$ cat src/design/fssm_pkg.sv
// Types, constants and default parameters of the flash sector stack manager.
package fssm_pkg;

    localparam int unsigned SECTOR_BYTES_DEF = 4096;
    localparam int unsigned LAST_SECTOR_DEF  = 2047;
    localparam int unsigned SIZE_KB_DEF      = 8192;

    localparam int unsigned MAX_RESULTS = 40;
    localparam int unsigned MAX_OPS     = MAX_RESULTS - 1;
    localparam int unsigned OPS_W       = $clog2(MAX_RESULTS);
    localparam int unsigned KB_SHIFT    = 10;
    localparam int unsigned FREE_KB_MAX = 16383;

    localparam int unsigned CMD_W  = 2;
    localparam int unsigned CNT_W  = 16;
    localparam int unsigned OP_W   = 2;
    localparam int unsigned ADDR_W = 23;
    localparam int unsigned FREE_W = 14;

    typedef enum logic [CMD_W-1:0] {
        CMD_INIT,
        CMD_PUSH,
        CMD_PULL,
        CMD_DROP
    } cmd_t;

    typedef enum logic [OP_W-1:0] {
        OP_STATUS,
        OP_ERASE,
        OP_WRITE,
        OP_READ
    } fop_t;

    typedef enum logic [3:0] {
        ACT_NONE,
        ACT_LOAD,
        ACT_INIT,
        ACT_PUSH_ERASE,
        ACT_PUSH_WRITE,
        ACT_PUSH_COMMIT,
        ACT_PULL,
        ACT_DROP_STEP,
        ACT_DROP_READ,
        ACT_DROP_ERASE,
        ACT_DROP_WRITE,
        ACT_STATUS
    } act_t;

    typedef enum logic [3:0] {
        ST_IDLE,
        ST_DECODE,
        ST_INIT,
        ST_PUSH,
        ST_PULL,
        ST_DROP_WALK,
        ST_DROP_CHK,
        ST_DROP_ER,
        ST_DROP_WR,
        ST_STATUS
    } state_t;

    typedef struct packed {
        cmd_t cmd;
        logic left_zero;
        logic sector_full;
        logic can_advance;
        logic pull_ok;
        logic walk_last;
        logic walk_under;
        logic drop_in_range;
        logic out_free;
    } dp_status_t;

endpackage

$ cat src/design/fssm_req_if.sv
// Command channel: valid, ready and one command word.
interface fssm_req_if;
    logic                         valid;
    logic                         ready;
    logic [fssm_pkg::CMD_W-1:0]   cmd;
    logic [fssm_pkg::CNT_W-1:0]   byte_count;
    logic [fssm_pkg::CNT_W-1:0]   displacement;

    modport source (output valid, output cmd, output byte_count, output displacement,
                    input ready);
    modport sink (input valid, input cmd, input byte_count, input displacement,
                  output ready);
endinterface

$ cat src/design/fssm_rsp_if.sv
// Result channel: valid, ready and one flash operation or status word.
interface fssm_rsp_if;
    logic                          valid;
    logic                          ready;
    logic [fssm_pkg::OP_W-1:0]     op;
    logic [fssm_pkg::ADDR_W-1:0]   flash_address;
    logic [fssm_pkg::CNT_W-1:0]    length;
    logic [fssm_pkg::CNT_W-1:0]    buffer_offset;
    logic                          use_scratch;
    logic [fssm_pkg::CNT_W-1:0]    count_done;
    logic [fssm_pkg::FREE_W-1:0]   free_kb;
    logic                          last;

    modport source (output valid, output op, output flash_address, output length,
                    output buffer_offset, output use_scratch, output count_done,
                    output free_kb, output last, input ready);
    modport sink (input valid, input op, input flash_address, input length,
                  input buffer_offset, input use_scratch, input count_done,
                  input free_kb, input last, output ready);
endinterface

$ cat src/design/fssm_datapath.sv
// Datapath: stack pointer, working pointer for the current command and the result register.
module fssm_datapath #(
    parameter int unsigned SECTOR_BYTES = fssm_pkg::SECTOR_BYTES_DEF,
    parameter int unsigned LAST_SECTOR  = fssm_pkg::LAST_SECTOR_DEF,
    parameter int unsigned SIZE_KB      = fssm_pkg::SIZE_KB_DEF
) (
    input  logic                          clk,
    input  logic                          rst_n,
    input  fssm_pkg::act_t                act,
    input  logic [fssm_pkg::CMD_W-1:0]    cmd,
    input  logic [fssm_pkg::CNT_W-1:0]    byte_count,
    input  logic [fssm_pkg::CNT_W-1:0]    displacement,
    output fssm_pkg::dp_status_t          status,
    output logic                          rsp_valid,
    input  logic                          rsp_ready,
    output logic [fssm_pkg::OP_W-1:0]     rsp_op,
    output logic [fssm_pkg::ADDR_W-1:0]   rsp_flash_address,
    output logic [fssm_pkg::CNT_W-1:0]    rsp_length,
    output logic [fssm_pkg::CNT_W-1:0]    rsp_buffer_offset,
    output logic                          rsp_use_scratch,
    output logic [fssm_pkg::CNT_W-1:0]    rsp_count_done,
    output logic [fssm_pkg::FREE_W-1:0]   rsp_free_kb,
    output logic                          rsp_last
);

    localparam int unsigned SW  = $clog2(LAST_SECTOR + 2);
    localparam int unsigned OW  = $clog2(SECTOR_BYTES + 1);
    localparam int unsigned PW  = SW + OW;
    localparam int unsigned NW  = fssm_pkg::CNT_W + 1;
    localparam int unsigned CW  = (PW > NW) ? PW : NW;
    localparam int unsigned UW  = PW - fssm_pkg::KB_SHIFT;
    localparam int unsigned KW  = (UW > NW) ? UW : NW;
    localparam int unsigned CTW = fssm_pkg::CNT_W;
    localparam int unsigned OPW = fssm_pkg::OPS_W;

    localparam logic [OW-1:0]  S_O    = OW'(SECTOR_BYTES);
    localparam logic [PW-1:0]  S_P    = PW'(SECTOR_BYTES);
    localparam logic [SW-1:0]  LAST_S = SW'(LAST_SECTOR);
    localparam logic [OPW-1:0] OPS_MX = OPW'(fssm_pkg::MAX_OPS);

    logic [SW-1:0]   sec_reg, sec_next;
    logic [OW-1:0]   off_reg, off_next;
    logic [PW-1:0]   pos_reg, pos_next;
    logic [OPW-1:0]  ops_reg, ops_next;
    logic            valid_reg, valid_next;

    logic [SW-1:0]   ws_reg, ws_next;
    logic [OW-1:0]   wo_reg, wo_next;
    logic [PW-1:0]   wp_reg, wp_next;
    logic [PW-1:0]   base_reg, base_next;
    logic [CTW-1:0]  left_reg, left_next;
    logic [CTW-1:0]  done_reg, done_next;
    logic [CTW-1:0]  n_reg, n_next;
    logic [CTW-1:0]  disp_reg, disp_next;
    logic [CTW-1:0]  count_reg, count_next;
    fssm_pkg::cmd_t  cmd_reg, cmd_next;

    fssm_pkg::fop_t                op_reg, op_next;
    logic [fssm_pkg::ADDR_W-1:0]   addr_reg, addr_next;
    logic [CTW-1:0]                len_reg, len_next;
    logic [CTW-1:0]                boff_reg, boff_next;
    logic                          scr_reg, scr_next;
    logic [CTW-1:0]                cnt_reg, cnt_next;
    logic [fssm_pkg::FREE_W-1:0]   free_reg, free_next;
    logic                          last_reg, last_next;

    logic [OW-1:0]   room;
    logic [CTW-1:0]  len_push;
    logic [NW-1:0]   need;
    logic            pull_ok;
    logic [CW-1:0]   pull_addr;
    logic            walk_last;
    logic [OW-1:0]   wo_sub;
    logic [UW-1:0]   used;
    logic [KW-1:0]   free_full;
    logic [fssm_pkg::FREE_W-1:0] free_val;
    logic            op_allowed;
    logic            out_free;

    logic                        e_flash;
    logic                        e_status;
    fssm_pkg::fop_t              e_op;
    logic [PW-1:0]               e_addr;
    logic [CTW-1:0]              e_len;
    logic [CTW-1:0]              e_boff;
    logic                        e_scr;

    assign room      = S_O - wo_reg;
    assign len_push  = (NW'(left_reg) < NW'(room)) ? left_reg : CTW'(room);
    assign need      = NW'(n_reg) + NW'(disp_reg);
    assign pull_ok   = CW'(pos_reg) >= CW'(need);
    assign pull_addr = CW'(pos_reg) - CW'(need);
    assign walk_last = NW'(left_reg) <= NW'(wo_reg);
    assign wo_sub    = wo_reg - OW'(left_reg);
    assign used      = pos_reg[PW-1:fssm_pkg::KB_SHIFT];
    assign free_full = (KW'(SIZE_KB) > KW'(used)) ? (KW'(SIZE_KB) - KW'(used)) : '0;
    assign free_val  = (free_full > KW'(fssm_pkg::FREE_KB_MAX))
                       ? fssm_pkg::FREE_W'(fssm_pkg::FREE_KB_MAX)
                       : fssm_pkg::FREE_W'(free_full);
    assign op_allowed = ops_reg < OPS_MX;
    assign out_free   = !valid_reg || rsp_ready;

    always_comb
    begin
        sec_next   = sec_reg;
        off_next   = off_reg;
        pos_next   = pos_reg;
        ops_next   = ops_reg;
        ws_next    = ws_reg;
        wo_next    = wo_reg;
        wp_next    = wp_reg;
        base_next  = base_reg;
        left_next  = left_reg;
        done_next  = done_reg;
        n_next     = n_reg;
        disp_next  = disp_reg;
        count_next = count_reg;
        cmd_next   = cmd_reg;
        e_flash    = 1'b0;
        e_status   = 1'b0;
        e_op       = fssm_pkg::OP_STATUS;
        e_addr     = '0;
        e_len      = '0;
        e_boff     = '0;
        e_scr      = 1'b0;

        unique case (act)
            fssm_pkg::ACT_NONE:
            begin
            end
            fssm_pkg::ACT_LOAD:
            begin
                cmd_next   = fssm_pkg::cmd_t'(cmd);
                n_next     = byte_count;
                disp_next  = displacement;
                left_next  = byte_count;
                done_next  = '0;
                count_next = '0;
                ops_next   = '0;
                ws_next    = sec_reg;
                wo_next    = off_reg;
                wp_next    = pos_reg;
                base_next  = pos_reg - PW'(off_reg);
            end
            fssm_pkg::ACT_INIT:
            begin
                e_flash  = 1'b1;
                e_op     = fssm_pkg::OP_ERASE;
                sec_next = '0;
                off_next = '0;
                pos_next = '0;
            end
            fssm_pkg::ACT_PUSH_ERASE:
            begin
                e_flash = 1'b1;
                e_op    = fssm_pkg::OP_ERASE;
                e_addr  = wp_reg;
                ws_next = ws_reg + SW'(1);
                wo_next = '0;
            end
            fssm_pkg::ACT_PUSH_WRITE:
            begin
                e_flash   = 1'b1;
                e_op      = fssm_pkg::OP_WRITE;
                e_addr    = wp_reg;
                e_len     = len_push;
                e_boff    = done_reg;
                left_next = left_reg - len_push;
                wo_next   = wo_reg + OW'(len_push);
                wp_next   = wp_reg + PW'(len_push);
                done_next = done_reg + len_push;
            end
            fssm_pkg::ACT_PUSH_COMMIT:
            begin
                sec_next   = ws_reg;
                off_next   = wo_reg;
                pos_next   = wp_reg;
                count_next = done_reg;
            end
            fssm_pkg::ACT_PULL:
            begin
                e_flash    = 1'b1;
                e_op       = fssm_pkg::OP_READ;
                e_addr     = PW'(pull_addr);
                e_len      = n_reg;
                count_next = n_reg;
            end
            fssm_pkg::ACT_DROP_STEP:
            begin
                if (walk_last)
                begin
                    left_next = '0;
                    if (left_reg == '0 && wo_reg == S_O)
                    begin
                        ws_next   = ws_reg + SW'(1);
                        base_next = base_reg + S_P;
                        wo_next   = '0;
                    end
                    else
                    begin
                        wo_next = wo_sub;
                    end
                end
                else
                begin
                    left_next = left_reg - CTW'(wo_reg);
                    ws_next   = ws_reg - SW'(1);
                    wo_next   = S_O;
                    base_next = base_reg - S_P;
                end
            end
            fssm_pkg::ACT_DROP_READ:
            begin
                e_flash = 1'b1;
                e_op    = fssm_pkg::OP_READ;
                e_addr  = base_reg;
                e_len   = CTW'(wo_reg);
                e_scr   = 1'b1;
            end
            fssm_pkg::ACT_DROP_ERASE:
            begin
                e_flash = 1'b1;
                e_op    = fssm_pkg::OP_ERASE;
                e_addr  = base_reg;
            end
            fssm_pkg::ACT_DROP_WRITE:
            begin
                e_flash    = 1'b1;
                e_op       = fssm_pkg::OP_WRITE;
                e_addr     = base_reg;
                e_len      = CTW'(wo_reg);
                e_scr      = 1'b1;
                sec_next   = ws_reg;
                off_next   = wo_reg;
                pos_next   = base_reg + PW'(wo_reg);
                count_next = n_reg;
            end
            fssm_pkg::ACT_STATUS:
            begin
                e_status = 1'b1;
            end
            default:
            begin
            end
        endcase
    end

    // The result register is loaded only when the controller has seen it free.
    always_comb
    begin
        valid_next = valid_reg && !rsp_ready;
        op_next    = op_reg;
        addr_next  = addr_reg;
        len_next   = len_reg;
        boff_next  = boff_reg;
        scr_next   = scr_reg;
        cnt_next   = cnt_reg;
        free_next  = free_reg;
        last_next  = last_reg;
        if (e_flash && op_allowed)
        begin
            valid_next = 1'b1;
            op_next    = e_op;
            addr_next  = fssm_pkg::ADDR_W'(e_addr);
            len_next   = e_len;
            boff_next  = e_boff;
            scr_next   = e_scr;
            cnt_next   = '0;
            free_next  = '0;
            last_next  = 1'b0;
        end
        else if (e_status)
        begin
            valid_next = 1'b1;
            op_next    = fssm_pkg::OP_STATUS;
            addr_next  = '0;
            len_next   = '0;
            boff_next  = '0;
            scr_next   = 1'b0;
            cnt_next   = count_reg;
            free_next  = free_val;
            last_next  = 1'b1;
        end
    end

    always_ff @(posedge clk or negedge rst_n)
    begin
        if (!rst_n)
        begin
            sec_reg   <= '0;
            off_reg   <= '0;
            pos_reg   <= '0;
            ops_reg   <= '0;
            valid_reg <= 1'b0;
        end
        else
        begin
            sec_reg   <= sec_next;
            off_reg   <= off_next;
            pos_reg   <= pos_next;
            ops_reg   <= (e_flash && op_allowed) ? ops_reg + OPW'(1) : ops_next;
            valid_reg <= valid_next;
        end
    end

    always_ff @(posedge clk)
    begin
        ws_reg    <= ws_next;
        wo_reg    <= wo_next;
        wp_reg    <= wp_next;
        base_reg  <= base_next;
        left_reg  <= left_next;
        done_reg  <= done_next;
        n_reg     <= n_next;
        disp_reg  <= disp_next;
        count_reg <= count_next;
        cmd_reg   <= cmd_next;
        op_reg    <= op_next;
        addr_reg  <= addr_next;
        len_reg   <= len_next;
        boff_reg  <= boff_next;
        scr_reg   <= scr_next;
        cnt_reg   <= cnt_next;
        free_reg  <= free_next;
        last_reg  <= last_next;
    end

    assign status.cmd           = cmd_reg;
    assign status.left_zero     = left_reg == '0;
    assign status.sector_full   = wo_reg >= S_O;
    assign status.can_advance   = ws_reg < LAST_S;
    assign status.pull_ok       = pull_ok;
    assign status.walk_last     = walk_last;
    assign status.walk_under    = !walk_last && ws_reg == '0;
    assign status.drop_in_range = ws_reg <= LAST_S;
    assign status.out_free      = out_free;

    assign rsp_valid         = valid_reg;
    assign rsp_op            = op_reg;
    assign rsp_flash_address = addr_reg;
    assign rsp_length        = len_reg;
    assign rsp_buffer_offset = boff_reg;
    assign rsp_use_scratch   = scr_reg;
    assign rsp_count_done    = cnt_reg;
    assign rsp_free_kb       = free_reg;
    assign rsp_last          = last_reg;

endmodule

$ cat src/design/fssm_ctrl.sv
// Controller: sequences the flash operations and the status word of each command.
module fssm_ctrl (
    input  logic                  clk,
    input  logic                  rst_n,
    input  logic                  req_valid,
    output logic                  req_ready,
    input  fssm_pkg::dp_status_t  status,
    output fssm_pkg::act_t        act
);

    fssm_pkg::state_t state_reg, state_next;

    always_ff @(posedge clk or negedge rst_n)
    begin
        if (!rst_n)
        begin
            state_reg <= fssm_pkg::ST_IDLE;
        end
        else
        begin
            state_reg <= state_next;
        end
    end

    always_comb
    begin
        state_next = state_reg;
        act        = fssm_pkg::ACT_NONE;
        req_ready  = 1'b0;
        unique case (state_reg)
            fssm_pkg::ST_IDLE:
            begin
                req_ready = 1'b1;
                if (req_valid)
                begin
                    act        = fssm_pkg::ACT_LOAD;
                    state_next = fssm_pkg::ST_DECODE;
                end
            end
            fssm_pkg::ST_DECODE:
            begin
                unique case (status.cmd)
                    fssm_pkg::CMD_INIT: state_next = fssm_pkg::ST_INIT;
                    fssm_pkg::CMD_PUSH: state_next = fssm_pkg::ST_PUSH;
                    fssm_pkg::CMD_PULL: state_next = fssm_pkg::ST_PULL;
                    fssm_pkg::CMD_DROP: state_next = fssm_pkg::ST_DROP_WALK;
                    default:            state_next = fssm_pkg::ST_STATUS;
                endcase
            end
            fssm_pkg::ST_INIT:
            begin
                if (status.out_free)
                begin
                    act        = fssm_pkg::ACT_INIT;
                    state_next = fssm_pkg::ST_STATUS;
                end
            end
            fssm_pkg::ST_PUSH:
            begin
                priority if (status.left_zero)
                begin
                    act        = fssm_pkg::ACT_PUSH_COMMIT;
                    state_next = fssm_pkg::ST_STATUS;
                end
                else if (status.sector_full && !status.can_advance)
                begin
                    // The stack is full: the pointer stays where it was.
                    state_next = fssm_pkg::ST_STATUS;
                end
                else if (status.out_free)
                begin
                    act = status.sector_full ? fssm_pkg::ACT_PUSH_ERASE
                                             : fssm_pkg::ACT_PUSH_WRITE;
                end
            end
            fssm_pkg::ST_PULL:
            begin
                priority if (!status.pull_ok)
                begin
                    state_next = fssm_pkg::ST_STATUS;
                end
                else if (status.out_free)
                begin
                    act        = fssm_pkg::ACT_PULL;
                    state_next = fssm_pkg::ST_STATUS;
                end
            end
            fssm_pkg::ST_DROP_WALK:
            begin
                priority if (status.walk_under)
                begin
                    state_next = fssm_pkg::ST_STATUS;
                end
                else
                begin
                    act = fssm_pkg::ACT_DROP_STEP;
                    if (status.walk_last)
                    begin
                        state_next = fssm_pkg::ST_DROP_CHK;
                    end
                end
            end
            fssm_pkg::ST_DROP_CHK:
            begin
                priority if (!status.drop_in_range)
                begin
                    state_next = fssm_pkg::ST_STATUS;
                end
                else if (status.out_free)
                begin
                    act        = fssm_pkg::ACT_DROP_READ;
                    state_next = fssm_pkg::ST_DROP_ER;
                end
            end
            fssm_pkg::ST_DROP_ER:
            begin
                if (status.out_free)
                begin
                    act        = fssm_pkg::ACT_DROP_ERASE;
                    state_next = fssm_pkg::ST_DROP_WR;
                end
            end
            fssm_pkg::ST_DROP_WR:
            begin
                if (status.out_free)
                begin
                    act        = fssm_pkg::ACT_DROP_WRITE;
                    state_next = fssm_pkg::ST_STATUS;
                end
            end
            fssm_pkg::ST_STATUS:
            begin
                if (status.out_free)
                begin
                    act        = fssm_pkg::ACT_STATUS;
                    state_next = fssm_pkg::ST_IDLE;
                end
            end
            default:
            begin
                state_next = fssm_pkg::ST_IDLE;
            end
        endcase
    end

endmodule

$ cat src/design/flash_sector_stack_manager.sv
// Top level of the flash sector stack manager: controller, datapath and channel ports.
// The block takes one command word at a time and answers with one word per flash
// operation followed by a status word with last set. A word goes out only while the
// result register is free. A drop finds the new top by stepping back from the old top
// a sector at a time, about byte_count / SECTOR_BYTES sectors; a drop that underflows
// ends sooner. A new command is taken as soon as the status word sits in the result
// register, while that word still waits to be taken. Flash operations beyond the
// thirty-ninth of a command are not sent, but the controller still steps through them.
module flash_sector_stack_manager #(
    parameter int unsigned SECTOR_BYTES = fssm_pkg::SECTOR_BYTES_DEF,
    parameter int unsigned LAST_SECTOR  = fssm_pkg::LAST_SECTOR_DEF,
    parameter int unsigned SIZE_KB      = fssm_pkg::SIZE_KB_DEF
) (
    input  logic        clk,
    input  logic        rst_n,
    fssm_req_if.sink    req,
    fssm_rsp_if.source  rsp
);

    fssm_pkg::dp_status_t status;
    fssm_pkg::act_t       act;

    fssm_ctrl u_ctrl (
        .clk       (clk),
        .rst_n     (rst_n),
        .req_valid (req.valid),
        .req_ready (req.ready),
        .status    (status),
        .act       (act)
    );

    fssm_datapath #(
        .SECTOR_BYTES (SECTOR_BYTES),
        .LAST_SECTOR  (LAST_SECTOR),
        .SIZE_KB      (SIZE_KB)
    ) u_datapath (
        .clk               (clk),
        .rst_n             (rst_n),
        .act               (act),
        .cmd               (req.cmd),
        .byte_count        (req.byte_count),
        .displacement      (req.displacement),
        .status            (status),
        .rsp_valid         (rsp.valid),
        .rsp_ready         (rsp.ready),
        .rsp_op            (rsp.op),
        .rsp_flash_address (rsp.flash_address),
        .rsp_length        (rsp.length),
        .rsp_buffer_offset (rsp.buffer_offset),
        .rsp_use_scratch   (rsp.use_scratch),
        .rsp_count_done    (rsp.count_done),
        .rsp_free_kb       (rsp.free_kb),
        .rsp_last          (rsp.last)
    );

endmodule

$ cat src/flat_wrapper.sv
// flat-port wrapper written by rule: the top's interface ports become plain ports
module flash_sector_stack_manager_flat 
#(
    parameter int unsigned SECTOR_BYTES = fssm_pkg::SECTOR_BYTES_DEF,
    parameter int unsigned LAST_SECTOR  = fssm_pkg::LAST_SECTOR_DEF,
    parameter int unsigned SIZE_KB      = fssm_pkg::SIZE_KB_DEF
)
  (clk, rst_n, req_valid, req_cmd, req_byte_count, req_displacement, req_ready, rsp_valid, rsp_op, rsp_flash_address, rsp_length, rsp_buffer_offset, rsp_use_scratch, rsp_count_done, rsp_free_kb, rsp_last, rsp_ready);
  fssm_req_if req_i ();
  fssm_rsp_if rsp_i ();
  input  logic clk;
  input  logic rst_n;
  input wire logic [$bits(req_i.valid)-1:0] req_valid;
  input wire logic [$bits(req_i.cmd)-1:0] req_cmd;
  input wire logic [$bits(req_i.byte_count)-1:0] req_byte_count;
  input wire logic [$bits(req_i.displacement)-1:0] req_displacement;
  output wire logic [$bits(req_i.ready)-1:0] req_ready;
  output wire logic [$bits(rsp_i.valid)-1:0] rsp_valid;
  output wire logic [$bits(rsp_i.op)-1:0] rsp_op;
  output wire logic [$bits(rsp_i.flash_address)-1:0] rsp_flash_address;
  output wire logic [$bits(rsp_i.length)-1:0] rsp_length;
  output wire logic [$bits(rsp_i.buffer_offset)-1:0] rsp_buffer_offset;
  output wire logic [$bits(rsp_i.use_scratch)-1:0] rsp_use_scratch;
  output wire logic [$bits(rsp_i.count_done)-1:0] rsp_count_done;
  output wire logic [$bits(rsp_i.free_kb)-1:0] rsp_free_kb;
  output wire logic [$bits(rsp_i.last)-1:0] rsp_last;
  input wire logic [$bits(rsp_i.ready)-1:0] rsp_ready;
  assign req_i.valid = req_valid;
  assign req_i.cmd = req_cmd;
  assign req_i.byte_count = req_byte_count;
  assign req_i.displacement = req_displacement;
  assign req_ready = req_i.ready;
  assign rsp_valid = rsp_i.valid;
  assign rsp_op = rsp_i.op;
  assign rsp_flash_address = rsp_i.flash_address;
  assign rsp_length = rsp_i.length;
  assign rsp_buffer_offset = rsp_i.buffer_offset;
  assign rsp_use_scratch = rsp_i.use_scratch;
  assign rsp_count_done = rsp_i.count_done;
  assign rsp_free_kb = rsp_i.free_kb;
  assign rsp_last = rsp_i.last;
  assign rsp_i.ready = rsp_ready;
  flash_sector_stack_manager #(.SECTOR_BYTES(SECTOR_BYTES), .LAST_SECTOR(LAST_SECTOR), .SIZE_KB(SIZE_KB)) u_core (.clk(clk), .rst_n(rst_n), .req(req_i), .rsp(rsp_i));
endmodule
$ cat config.mk
export PLATFORM = sky130hd
export DESIGN_NAME = flash_sector_stack_manager_flat
export DESIGN_NICKNAME = d
export VERILOG_FILES = /design/src/design/fssm_pkg.sv /design/src/design/fssm_req_if.sv /design/src/design/fssm_rsp_if.sv /design/src/design/fssm_datapath.sv /design/src/design/fssm_ctrl.sv /design/src/design/flash_sector_stack_manager.sv /design/src/flat_wrapper.sv
export SDC_FILE = /design/constraint.sdc
export NUM_CORES = 1
export LEC_CHECK = 0
export ABC_AREA = 1
export BUFFER_PORTS_ARGS = -buffer_cell sky130_fd_sc_hd__buf_2
export CORE_UTILIZATION = 52
export CTS_CLUSTER_SIZE = 25
export DETAILED_ROUTE_END_ITERATION = 16
export PLACE_DENSITY = 0.7
export SYNTH_ARGS = -nofsm -noshare
export SYNTH_HDL_FRONTEND = slang
export SYNTH_SLANG_ARGS = --single-unit
$ cat constraint.sdc
create_clock -name clk -period 6.65 [get_ports clk]
set_clock_uncertainty 0.05 [all_clocks]
set_input_delay 0.3325 -clock clk [delete_from_list [all_inputs] [get_ports clk]]
set_output_delay 0.3325 -clock clk [all_outputs]
set_load 0.005 [all_outputs]
* Word-level counts from Yosys, hierarchy flattened
Index checks and enable logic that the tools add are counted.
** Operators by class
- Add/sub/neg operators :: 17
- Order comparisons :: 9
- Equality and inequality tests :: 31
- Multiplexer cells :: 69
- Reduce and logical (&&, ||, !) cells :: 37
** Operators by type and width (number)
- 16-bit one-hot mux with 3 select lines :: 3
- 25-bit one-hot mux with 2 select lines :: 2
- 16-bit 2-to-1 mux :: 6
- 25-bit one-hot mux with 3 select lines :: 1
- 4-bit one-hot mux with 9 select lines :: 2
- 23-bit one-hot mux with 3 select lines :: 1
- 4-bit 2-to-1 mux :: 16
- 13-bit one-hot mux with 4 select lines :: 1
- 25-bit 2-to-1 mux :: 2
- 23-bit 2-to-1 mux :: 2
- 12-bit one-hot mux with 3 select lines :: 1
- 4-bit by 3-bit equality test with 1-bit output, second input constant :: 8
- 16-bit one-hot mux with 2 select lines :: 1
- 13-bit 2-to-1 mux :: 2
- 13-bit one-hot mux with 2 select lines :: 1
- 25-bit by 13-bit adder with 25-bit output :: 1
- 25-bit by 13-bit adder with 25-bit output, second input constant :: 1
- 25-bit by 16-bit adder with 25-bit output :: 1
- 25-bit by 17-bit greater-or-equal comparator with 1-bit output :: 1
- 25-bit by 13-bit subtractor with 25-bit output :: 1
- 25-bit by 13-bit subtractor with 25-bit output, second input constant :: 1
- 4-bit equality test, second input constant :: 6
- 12-bit 2-to-1 mux :: 2
- 12-bit one-hot mux with 2 select lines :: 1
- 51 further kinds :: 99
** Storage, ports and cells
- Register bits after elaboration :: 307
- Bits of input ports :: 38
- Output and inout bits :: 91
- Logic and storage cells :: 187

* Longest topological paths before layout
Gate-level depths: netlist of the first run.
- Depth in word-level cells :: 11
- Depth in mapped cells :: 31
- Depth with buffers taken out :: 31

* Cells and area by module
A second synthesis of the first run with hierarchy kept.
** Unflattened totals
- Cell total of the unflattened synthesis :: 2978
- Area, all modules :: 23077.1 µm²
** By module, submodules not included
- fssm_datapath :: times used 1, cells an instance 2876, area an instance 22510.3 µm²
- fssm_ctrl :: times used 1, cells an instance 102, area an instance 566.8 µm²

* Worst setup path after synthesis of the first run
OpenSTA, ideal clock, no wires.
- Path kind :: register to register
- From :: reg u_core.u_datapath.n_reg[2]
- To :: reg u_core.u_datapath.boff_reg[0] (netlist: u_core.u_datapath.rsp_buffer_offset[0]) (enable)
- Arrival :: 4.729 ns
- Required time :: 6.183 ns
- Setup slack :: 1.454 ns
- Stages on the path, launching flop included :: 26
- Period minus slack after synthesis :: 5.196 ns
- Cell sequence :: edfxtp_1 -> ha_1 -> a21oi_1 -> nand2_1 -> nand2_1 -> nand3_1 -> a21oi_1 -> o21bai_1 -> a21boi_0 -> o21ai_0 -> xnor2_1 -> ha_1 -> nand2_1 -> nor2_1 -> nand2_1 -> nor3_1 -> nand2_1 -> nand3_1 -> nand2_2 -> buf_6 -> nand2_2 -> nor3_4 -> nand3_4 -> nand2_4 -> buf_6 -> nand2_1
** Between the ends
- Longest elaborated chain between the ends :: 9
** RTL lines
- start, declared :: line fssm_datapath.sv:53 : logic [CTW-1:0] n_reg, n_next;
- start signal, assigned :: line fssm_datapath.sv:314 : n_reg <= n_next;
- 16-bit by 16-bit adder with 17-bit output * :: line fssm_datapath.sv:90 : assign need = NW'(n_reg) + NW'(disp_reg);
- 25-bit by 17-bit greater-or-equal comparator with 1-bit output * :: line fssm_datapath.sv:91 : assign pull_ok = CW'(pos_reg) >= CW'(need);
- 3-bit 2-to-1 mux * :: line fssm_ctrl.sv:78 : priority if (!status.pull_ok)
- 4-bit one-hot mux with 9 select lines * :: line fssm_ctrl.sv:30 : unique case (state_reg)
- 4-bit equality test (tied with other cells) :: line fssm_datapath.sv:127 : unique case (act)
- 7-bit OR reduction (no line)
- 1-bit 2-to-1 mux :: line fssm_datapath.sv:127
- 1-bit logical AND :: line fssm_datapath.sv:260 : if (e_flash && op_allowed)
- 2-bit nonzero test (no line) *
- end signal, assigned :: line fssm_datapath.sv:321 : boff_reg <= boff_next;
- end, declared :: line fssm_datapath.sv:61 : logic [CTW-1:0] boff_reg, boff_next;
Mark *: on every way between the ends. The rest lies on a longest branch, timed or not.
A chain may end at the register's enable or synchronous reset.

* Final worst setup path of the first run
- From :: reg u_core.u_datapath.wo_reg[0]
- To :: reg u_core.u_datapath.wp_reg[20] (data pin)
** Between the ends
- Longest elaborated chain between the ends :: 8
** RTL lines
- start, declared :: line fssm_datapath.sv:48 : logic [OW-1:0] wo_reg, wo_next;
- start signal, assigned :: line fssm_datapath.sv:309 : wo_reg <= wo_next;
- branches (longest 7 deep; another with 25-bit by 16-bit adder with 25-bit output)
- 25-bit one-hot mux with 2 select lines * :: line fssm_datapath.sv:127
- via u_core.u_datapath.wp_next[20] :: line fssm_datapath.sv:49 : logic [PW-1:0] wp_reg, wp_next;
- end signal, assigned :: line fssm_datapath.sv:310 : wp_reg <= wp_next;
- end, declared :: line fssm_datapath.sv:49
Mark *: on every way through the listed nets, which the timed path passes.

==> reports/qor.yml, run 1 <==
status:
  run_status: "completed"
route:
  dr.pass1.iters: 6
  drt-total-wl_um: 80800
  avgViaCountPerCell: 6.00
  vias: 21549
  avgRoutedWirePerCell_um: 22.5
  drtIter0Drc: 2010
  drc: 0
  drt.antenna.violating_nets: 0
place:
  gp_congestion: 1.03
  post-place-ws_ns: 0.197
  io_buffers: 128
  placed_area_um2: 23700
  dp_hpwl_um: 62000
setup_path:
  crit_fanout: 15
  worstPathRequired_ns: 6.89
  cp.arrival_ns: 6.48
  path_class: "flip-flop to flip-flop"
  startpoint_type: "flip-flop"
  cp_common_cell: "nand2_1"
  cpMaxStageDelayCell: "edfxtp_1"
  end_kind: "flip-flop"
  slowest_delay_ns: 0.56
  critPathTopFamily: "simple AND/OR/NAND/NOR gates"
  worst-path-buf-inv: 5
floorplan:
  die_width_um: 210
  die-area_um2: 44000
  die_h_um: 210
  design.core.area_um2: 42200
  floorplan.rows: 75
  design.portCount: 129
  start_util_pct: 53.2
clock_tree:
  numCtsBuffers: 38
  clockBufferDepth: 3
  insertion_delay_ns: 0.57
  cts-htree-levels: 2
  root_buffer: "clkbuf_16"
  cts.sinks: 307
  clk_pin_slew_worst_paths_ns: 0.06
  tritoncts: "built"
sta:
  final-hold-violation-count: 0
  worstMarginPinSlew_ns: 1.13
  fmax_mhz: 160
  slew_headroom_pct: 24.1
  fin_crit_sh_pct: 93.8
  grt_setup_unrepaired: "false"
  finalMaxSlewViolations: 0
  holdWs_ns: 0.323
  setup_viol: 0
  period_minus_slack_ns: 6.24
  setup_ws_ns: 0.414
  setup_tns_ns: 0
yosys:
  async_flop_share_pct: 19.9
  synthCells: 2849
  yosys-top-cells-area: "edfxtp_1, nand2_1, ha_1"
  ys_ff_latch: 307
  ys_seq_area_share_pct: 38.3
  synth.distinct_cells: 59
  yosysWarningCount: 0
  syn_area_um2: 22500
  yosys.area.top_type: "edfxtp_1"
  synth.avg_cell_area_um2: 7.88
  synth_edf_count: 215
  yosys.area.top_type_share_pct: 28.8
  synth_ff_type: "edfxtp_1"
global_routing:
  antenna_found_initial: 1
  grt.total_usage_pct: 36.7
  grt_pass1_vias: 20744
  gr-total-overflow: 0
  grt_start_max_net_pins: 62
  grt_pass1_wl_um: 122000
finish:
  fin_area_um2: 25400
  syn2layout_area_growth_pct: 12.9
  num_antenna_cells: 0
  layout.nets: 3241
  fillCellCount: 3886
  drive_above_1_share_pct: 11.0
run:
  max-cap-violations: 0
hold_path:
  min_path_type: "primary input to flip-flop"
## kinds of logic (layout without fill, tap and decap cells)
kind of cell / count (synthesis) / in the layout / share of synthesized area (%)
other: 1 / 5 / 0.0167
AO/OA/AOI/OAI: 602 / 602 / 15.4
XOR/XNOR: 128 / 128 / 4.99
buffers and inverters: 413 / 614 / 7.43
AND/OR/NAND/NOR: 1219 / 1219 / 23.5
adder cells (fa/ha/maj): 179 / 179 / 10.3
flip-flops: 307 / 307 / 38.3
## routing by layer
metal,track usage (%),up-vias,routed length [um],part of all wire (%)
li1,-,10054,-,-
met1,46.9,10268,32600,40
met2,59.8,984,37600,47
met3,5.75,241,5950,7.4
met4,19.7,2,4580,5.7
met5,0,-,9,0.011
## worst reg2reg max path: cells and delay by family, from the launching register on
kind / cells / cell delay [ns]
compound gates: 5 / 1.14
xor+xnor: 2 / 0.46
fa+ha+maj: 3 / 0.91
buf+inv: 5 / 1.01
flops: 1 / 0.56
simple gates: 14 / 1.83
## synthesized netlist by cell type (29+ instances only)
cell type  instances
xnor2_1           44
ha_1             168
nand2_1          630
o21ai_0          202
inv_1            328
buf_2             34
edfxtp_1         215
xor2_1            84
dfrtp_1           61
dfxtp_1           31
nand4_1           43
or2_2             31
nand3_1          192
o22ai_1           41
nor2_1           234
a21oi_1          211
clkbuf_1          29
nor3_1            33
## through the flow
stage                     cells  util, %
after floorplan            2853        -
after global placement     3483     56.2
after detailed placement   3483     56.2
after CTS                  3588     59.9
after global routing       3593     60.0
final                      3593     60.0
## path summary, 6_finish.rpt
| check | slack (ns) | cells past startpoint | to | start |
|---|---|---|---|---|
| setup reg to reg | 0.41 | 29 | u_core.u_datapath.wp_reg[20] | u_core.u_datapath.wo_reg[0] |
| hold / removal | 0.32 | 4 | u_core.u_ctrl.state_reg[3] | rsp_ready |
| min in group asynchronous | 0.49 | 3 | u_core.u_datapath.pos_reg[16] | rst_n |
| hold reg to reg | 0.41 | 1 | u_core.u_datapath.rsp_last | u_core.u_datapath.rsp_last |
| max in group asynchronous | 5.40 | 3 | u_core.u_datapath.sec_reg[10] | rst_n |
| setup / recovery | 0.41 | 29 | u_core.u_datapath.wp_reg[20] | u_core.u_datapath.wo_reg[0] |
## layout make-up
| type | count | area (um2) | share of cell area (%) |
|---|---|---|---|
| tap | 539 | 674 | 2.66 |
| clock buffer | 53 | 1080 | 4.26 |
| timing repair buffer | 207 | 1350 | 5.31 |
| multi-input combinational | 2133 | 12200 | 48.2 |
| inverter | 337 | 1270 | 5.01 |
| clock inverter | 17 | 149 | 0.587 |
| sequential | 307 | 8600 | 33.9 |
## placed cells by master, fill, tap and decap left out, types with 31 or more instances in the layout
cell and count:
a21oi_1 210, buf_2 128, buf_4 42, clkbuf_16 40, dfrtp_1 61, dfxtp_1 31, dlygate4sd3_1 35, edfxtp_1 215
ha_1 168, inv_1 327, nand2_1 627, nand3_1 192, nand4_1 43, nor2_1 233, nor3_1 33, o21ai_0 199
o22ai_1 41, or2_2 31, xnor2_1 44, xor2_1 84
## what timing repair did
action | CTS | global route
endpoints found under the hold margin | 73 | 0
setup buffers | 0 | 5
hold buffers | 35 | 0
endpoints found under the setup margin | 0 | 32
resized for setup | 0 | 4
Power of run 1 is not shown: default switching activity piles up to over one toggle a cycle in this logic, so the estimate is an artifact.
==> run 2, diff against run 1 <==
ABC_AREA = unset   (was 1)
REMOVE_ABC_BUFFERS = 1   (was unset)
==> reports/qor.yml, run 2 <==
route:
  drtIter0Drc: 1863
  drt-total-wl_um: 73300
  drt.antenna.violating_nets: 0
  vias: 19332
  avgRoutedWirePerCell_um: 24.3
  dr.pass1.iters: 9
  avgViaCountPerCell: 6.42
  drc: 0
floorplan:
  die_h_um: 206
  die_width_um: 206
  floorplan.rows: 74
  design.core.area_um2: 40900
  start_util_pct: 52.8
  die-area_um2: 42300
  design.portCount: 129
yosys:
  yosys.area.top_type_share_pct: 29.9
  yosys.area.top_type: "edfxtp_1"
  synthCells: 2294
  synth.most_common_cell: "edfxtp_1"
  yosys-top-cells-area: "edfxtp_1, ha_1, dfrtp_1"
  async_flop_share_pct: 19.9
  yosysWarningCount: 0
  ys_seq_area_share_pct: 39.8
  ys_ff_latch: 307
  synth_commonest_cells: "edfxtp_1, nor2_1, nand2_1"
  synth.avg_cell_area_um2: 9.41
  synth_ff_type: "edfxtp_1"
  synth_edf_count: 215
  synth.distinct_cells: 78
  syn_area_um2: 21600
finish:
  mostFrequentLayoutCells: "edfxtp_1, nor2_1, nand2_1, ha_1, o21ai_0"
  num_antenna_cells: 0
  seqCellArea_um2: 8600
  multi_input_area_um2: 12200
  final_common_cell: "edfxtp_1"
  layout.nets: 2669
  syn2layout_area_growth_pct: 14.0
  fillCellCount: 3600
  drive_above_1_share_pct: 11.9
  instances_no_fill: 3013
setup_path:
  slowest_delay_ns: 0.70
  cp.arrival_ns: 6.39
  crit_fanout: 16
  cp_cell_sequence: "ha_1 > inv_1 > fa_1 > nor2b_1 > o21ai_0 > a21boi_0 > o41ai_1 > o21ai_0 > o41ai_1 > o211ai_1 > a31oi_1 > ha_1 > a21oi_1 > nand2_1 > a211oi_1 > a41oi_1 > and3_2 > buf_4 > nand2b_1 > or3_2"
  cpMaxStageDelayCell: "or3_2"
  path_class: "flip-flop to flip-flop"
  worst-path-buf-inv: 2
  end_kind: "flip-flop"
  worstPathRequired_ns: 6.84
  startpoint_type: "flip-flop"
  critPathTopFamily: "compound AO/OA/AOI/OAI gates"
global_routing:
  antenna_found_initial: 0
  gr-total-overflow: 0
  grt.total_usage_pct: 34.4
  grt_pass1_vias: 18329
  grt_pass1_wl_um: 109000
  grt_start_max_net_pins: 79
clock_tree:
  clk_pin_slew_worst_paths_ns: 0.06
  insertion_delay_ns: 0.57
  cts.sinks: 307
  clockBufferDepth: 3
  cts-htree-levels: 2
  post-cts-setup-buffers: 0
  numCtsBuffers: 37
  root_buffer: "clkbuf_16"
  tritoncts: "built"
sta:
  final-hold-violation-count: 0
  fmax_mhz: 161
  period_minus_slack_ns: 6.21
  slew_headroom_pct: 19.6
  setup_viol: 0
  fin_crit_sh_pct: 93.3
  finalMaxSlewViolations: 0
  setup_ws_ns: 0.443
  grt_setup_unrepaired: "false"
  worstMarginPinSlew_ns: 1.21
power_and_ir_drop:
  ir_drop_mv: 0.339
  leakagePower_nw: 10.1
  power_w: 0.0153
  power.density_nw_per_um2: 620
place:
  gp_congestion: 1.00
  post-place-ws_ns: 0.442
  dpl.cell_count: 2912
  dp_hpwl_um: 53500
  io_buffers: 128
hold_path:
  min_path_type: "primary input to flip-flop"
run:
  max-cap-violations: 0
status:
  run_status: "completed"
## run 2: cell types whose count changed after synthesis, moves of 32 or more
cell | previous run | this run
o21ai_0 | 202 | 160
nand2_1 | 630 | 196
clkbuf_1 | 29 | 79
a21oi_1 | 211 | 122
nand3_1 | 192 | 54
nor2_1 | 234 | 202
o22ai_1 | 41 | 0
xnor2_1 | 44 | 103
and3_1 | 0 | 45
inv_1 | 328 | 120
## run 2: kinds of logic after synthesis
| logic type | after synthesis | share of synthesized area, % |
|---|---|---|
| adders and majority gates | 179 | 10.8 |
| buffers and inverters | 229 | 4.11 |
| other | 1 | 0.0174 |
| and+or+nand+nor | 733 | 16.4 |
| AOI/OAI and AO/OA | 649 | 20.7 |
| xor gates and xnor gates | 171 | 6.94 |
| muxes | 25 | 1.21 |
| DFF | 307 | 39.8 |
## run 2: report_power, final
part	total [W]	internal (W)	switching, W
clock network	0.00211	0.00125	0.000860
logic	0.00941	0.00365	0.00576
registers	0.00374	0.00307	0.000671
## run 2: layer usage
layer	vias to the layer above	GRT usage [%]	wire (um)
li1	8865	-	-
met5	-	0	0
met1	9377	44.9	30100
met2	918	56.5	34300
met3	172	5.80	5850
met4	0	14.5	3030
## run 2: path summary, 6_finish.rpt
path | endpoint | cells after the start | startpoint | slack [ns]
max reg2reg | u_core.u_datapath.count_reg[11] | 20 | u_core.u_datapath.n_reg[0] | 0.44
max | u_core.u_datapath.count_reg[11] | 20 | u_core.u_datapath.n_reg[0] | 0.44
min reg2reg | u_core.u_datapath.rsp_count_done[15] | 2 | u_core.u_datapath.rsp_count_done[15] | 0.40
min | u_core.u_datapath.n_reg[14] | 1 | req_byte_count[14] | 0.04
min in group asynchronous | u_core.u_datapath.pos_reg[22] | 3 | rst_n | 0.49
max in group asynchronous | u_core.u_datapath.sec_reg[4] | 3 | rst_n | 5.45
## run 2: stage by stage
step	setup TNS (ns)	cell area, um2	hold slack, ns	utilization, %
5_1_grt	0	24600	0.0252	60.2
3_5_place_dp	0	23000	0.396	56.3
6_report	0	24600	0.0382	60.2
4_1_cts	0	24600	0.00749	60.2
2_1_floorplan	-113.70	21200	-0.0131	-
3_3_place_gp	0	23000	0.390	56.3
## run 2: area by class of cell
| cell class | count | area share [%] |
|---|---|---|
| flip-flops and latches | 307 | 34.9 |
| clock inverters | 22 | 0.925 |
| clock buffers | 46 | 4.15 |
| multi-input cells | 1762 | 49.5 |
| well taps | 532 | 2.70 |
| repair buffers | 224 | 5.91 |
| inverters | 120 | 1.83 |
## run 2: repair_timing
item,in CTS,in global routing
gates resized for setup,0,2
endpoints found under the setup margin,0,20
hold buffers,33,0
hold endpoints to repair,93,0
No activity file was read; power rests on OpenSTA's default activity.
==> run 3, diff against run 2 <==
--- a/config.mk
+++ b/config.mk
@@ -7,8 +7,10 @@
 export LEC_CHECK = 0
 export BUFFER_PORTS_ARGS = -buffer_cell sky130_fd_sc_hd__buf_2
-export CORE_UTILIZATION = 52
+export CELL_PAD_IN_SITES_DETAIL_PLACEMENT = 1
+export CELL_PAD_IN_SITES_GLOBAL_PLACEMENT = 2
+export CORE_UTILIZATION = 40
 export CTS_CLUSTER_SIZE = 25
 export DETAILED_ROUTE_END_ITERATION = 16
-export PLACE_DENSITY = 0.7
+export PLACE_DENSITY = 0.82
 export REMOVE_ABC_BUFFERS = 1
 export SYNTH_ARGS = -nofsm -noshare
--- a/constraint.sdc
+++ b/constraint.sdc
@@ -3,3 +3,3 @@
 set_input_delay 0.3325 -clock clk [delete_from_list [all_inputs] [get_ports clk]]
 set_output_delay 0.3325 -clock clk [all_outputs]
-set_load 0.005 [all_outputs]
+set_load 0.02 [all_outputs]
==> reports/qor.yml, run 3 (synthesis gave the netlist of run 2 again) <==
setup_path:
  endpoint: "u_core.u_datapath.count_reg[2]"
  startpoint_type: "flip-flop"
  path_depth: 21
  cpMaxStageDelayCell: "a41oi_1"
  critPathTopFamily: "compound AO/OA/AOI/OAI gates"
  crit_fanout: 41
  r2r_slack_ns: 0.24
  end_kind: "flip-flop"
  worst-path-buf-inv: 3
  path_class: "flip-flop to flip-flop"
  rr_worst_depth: 21
  worstPathRequired_ns: 6.84
  regToRegStartpoint: "u_core.u_datapath.n_reg[0]"
  r2r-end: "u_core.u_datapath.count_reg[2]"
  crit_path_start: "u_core.u_datapath.n_reg[0]"
  slowest_delay_ns: 0.59
  cp_cell_sequence: "ha_1 > inv_1 > fa_1 > nor2b_1 > o21ai_0 > a21boi_0 > o41ai_1 > o21ai_0 > o41ai_2 > o211ai_1 > xnor2_1 > ha_1 > nand3_1 > nor4_1 > a21oi_1 > a41oi_1 > and3_2 > buf_6 > nand2b_1 > or3_1 > buf_4"
  cp.arrival_ns: 6.60
sta:
  setup_ws_ns: 0.243
  fmax_mhz: 156
  holdWs_ns: 0.0398
  setup_viol: 0
  worstMarginPinSlew_ns: 1.15
  grt_setup_unrepaired: "false"
  fin_crit_sh_pct: 96.4
  period_minus_slack_ns: 6.41
  final-hold-violation-count: 0
  finalMaxSlewViolations: 0
  slew_headroom_pct: 22.9
power_and_ir_drop:
  power.density_nw_per_um2: 641
  pwr-share-comb_pct: 62.5
  p_sw_share_pct: 49.6
  ir_drop_mv: 0.246
  power_w: 0.0159
  switchingPower_w: 0.00790
  clkPwrFrac_pct: 13.8
  intPower_w: 0.00803
  leakagePower_nw: 10.2
  p_seq_share_pct: 23.7
route:
  drtIter0Drc: 1534
  vias: 19432
  drc: 0
  dr.pass1.iters: 7
  drt-total-wl_um: 81700
  avgRoutedWirePerCell_um: 25.8
  avgViaCountPerCell: 6.13
  drt.antenna.violating_nets: 0
finish:
  layout.nets: 2670
  fillCellCount: 6019
  mostFrequentLayoutCells: "edfxtp_1, nor2_1, nand2_1, ha_1, o21ai_0"
  instances_no_fill: 3171
  num_antenna_cells: 0
  drive_above_1_share_pct: 12.0
  finalCoreUtilization_pct: 46.9
  final_common_cell: "edfxtp_1"
  syn2layout_area_growth_pct: 15.2
hold_path:
  min_path_type: "primary input to flip-flop"
status:
  run_status: "completed"
clock_tree:
  cts-htree-levels: 2
  clockBufferDepth: 3
  insertion_delay_ns: 0.58
  post-cts-setup-buffers: 0
  clk_pin_slew_worst_paths_ns: 0.06
  root_buffer: "clkbuf_16"
  tritoncts: "built"
  cts.sinks: 307
  numCtsBuffers: 38
place:
  gp_congestion: 0.940
  dpl.cell_count: 3069
  io_buffers: 128
  post-place-ws_ns: 0.249
  dp_hpwl_um: 60200
global_routing:
  gr-total-overflow: 0
  antenna_found_initial: 3
  grt.total_usage_pct: 29.8
  grt_start_max_net_pins: 79
  grt_pass1_wl_um: 123000
  grt_pass1_vias: 19694
run:
  max-cap-violations: 0
floorplan:
  die_h_um: 234
  floorplan.rows: 84
  die_width_um: 234
  start_util_pct: 40.8
  design.portCount: 129
  die-area_um2: 54900
  design.core.area_um2: 53000
[run 3: cell types whose count changed in the layout (fill, tap and decap cells not counted), moves of 2 or more]
cell and delta:
clkinvlp_4 -5, clkbuf_1 +4, clkbuf_8 +2, inv_6 +2
[run 3: final cells by class]
cell class                 instances  area (um2)  share of cell area, %
clock buffer                      51        1040                   4.18
clock inverter                    19         245                  0.986
inverter                         120         450                   1.81
multi-input combinational       1762       12200                   49.2
sequential                       307        8600                   34.6
tap                              688         861                   3.46
timing repair buffer             224        1450                   5.81
[run 3: what timing repair did]
action | CTS | global route
setup endpoints to repair | 0 | 80
endpoints found under the hold margin | 91 | 0
hold buffers | 32 | 0
gates resized for setup | 0 | 5
[run 3: worst min-delay path by stage]
stage | startpoint | end | slack, ns | cells after the start
global route | req_byte_count[13] | u_core.u_datapath.n_reg[13] | 0.02 | 1
global placement | u_core.u_datapath.rsp_free_kb[2] | u_core.u_datapath.rsp_free_kb[2] | 0.39 | 2
finish | req_byte_count[13] | u_core.u_datapath.n_reg[13] | 0.04 | 1
detailed placement | u_core.u_datapath.rsp_free_kb[13] | u_core.u_datapath.rsp_free_kb[13] | 0.39 | 2
floorplan | rst_n | u_core.u_ctrl.state_reg[0] | -0.01 | 0
CTS | req_byte_count[13] | u_core.u_datapath.n_reg[13] | 0.008 | 1
[run 3: power by group through the flow]
| stage | Sequential [W] | Combinational, W | Clock (W) |
|---|---|---|---|
| final | 0.00377 | 0.00995 | 0.00220 |
| after detailed placement | 0.00380 | 0.00974 | 0 |
| after global placement | 0.00377 | 0.00948 | 0 |
| after floorplan | 0.00392 | 0.00625 | 0 |
| after CTS | 0.00377 | 0.00984 | 0.00224 |
| after global routing | 0.00385 | 0.0108 | 0.00230 |
[run 3: layer usage]
layer / track usage, % / wire length (um)
met5: 0 / 22
met4: 9.56 / 2400
met3: 4.37 / 4500
met2: 49.5 / 38800
met1: 39.8 / 36000
[run 3: metrics by stage]
step | setup TNS, ns | instance area [um2]
finish | 0 | 24900
CTS | 0 | 24800
floorplan | -113.70 | 21200
global placement | 0 | 23200
global route | 0 | 24900
detailed placement | 0 | 23200
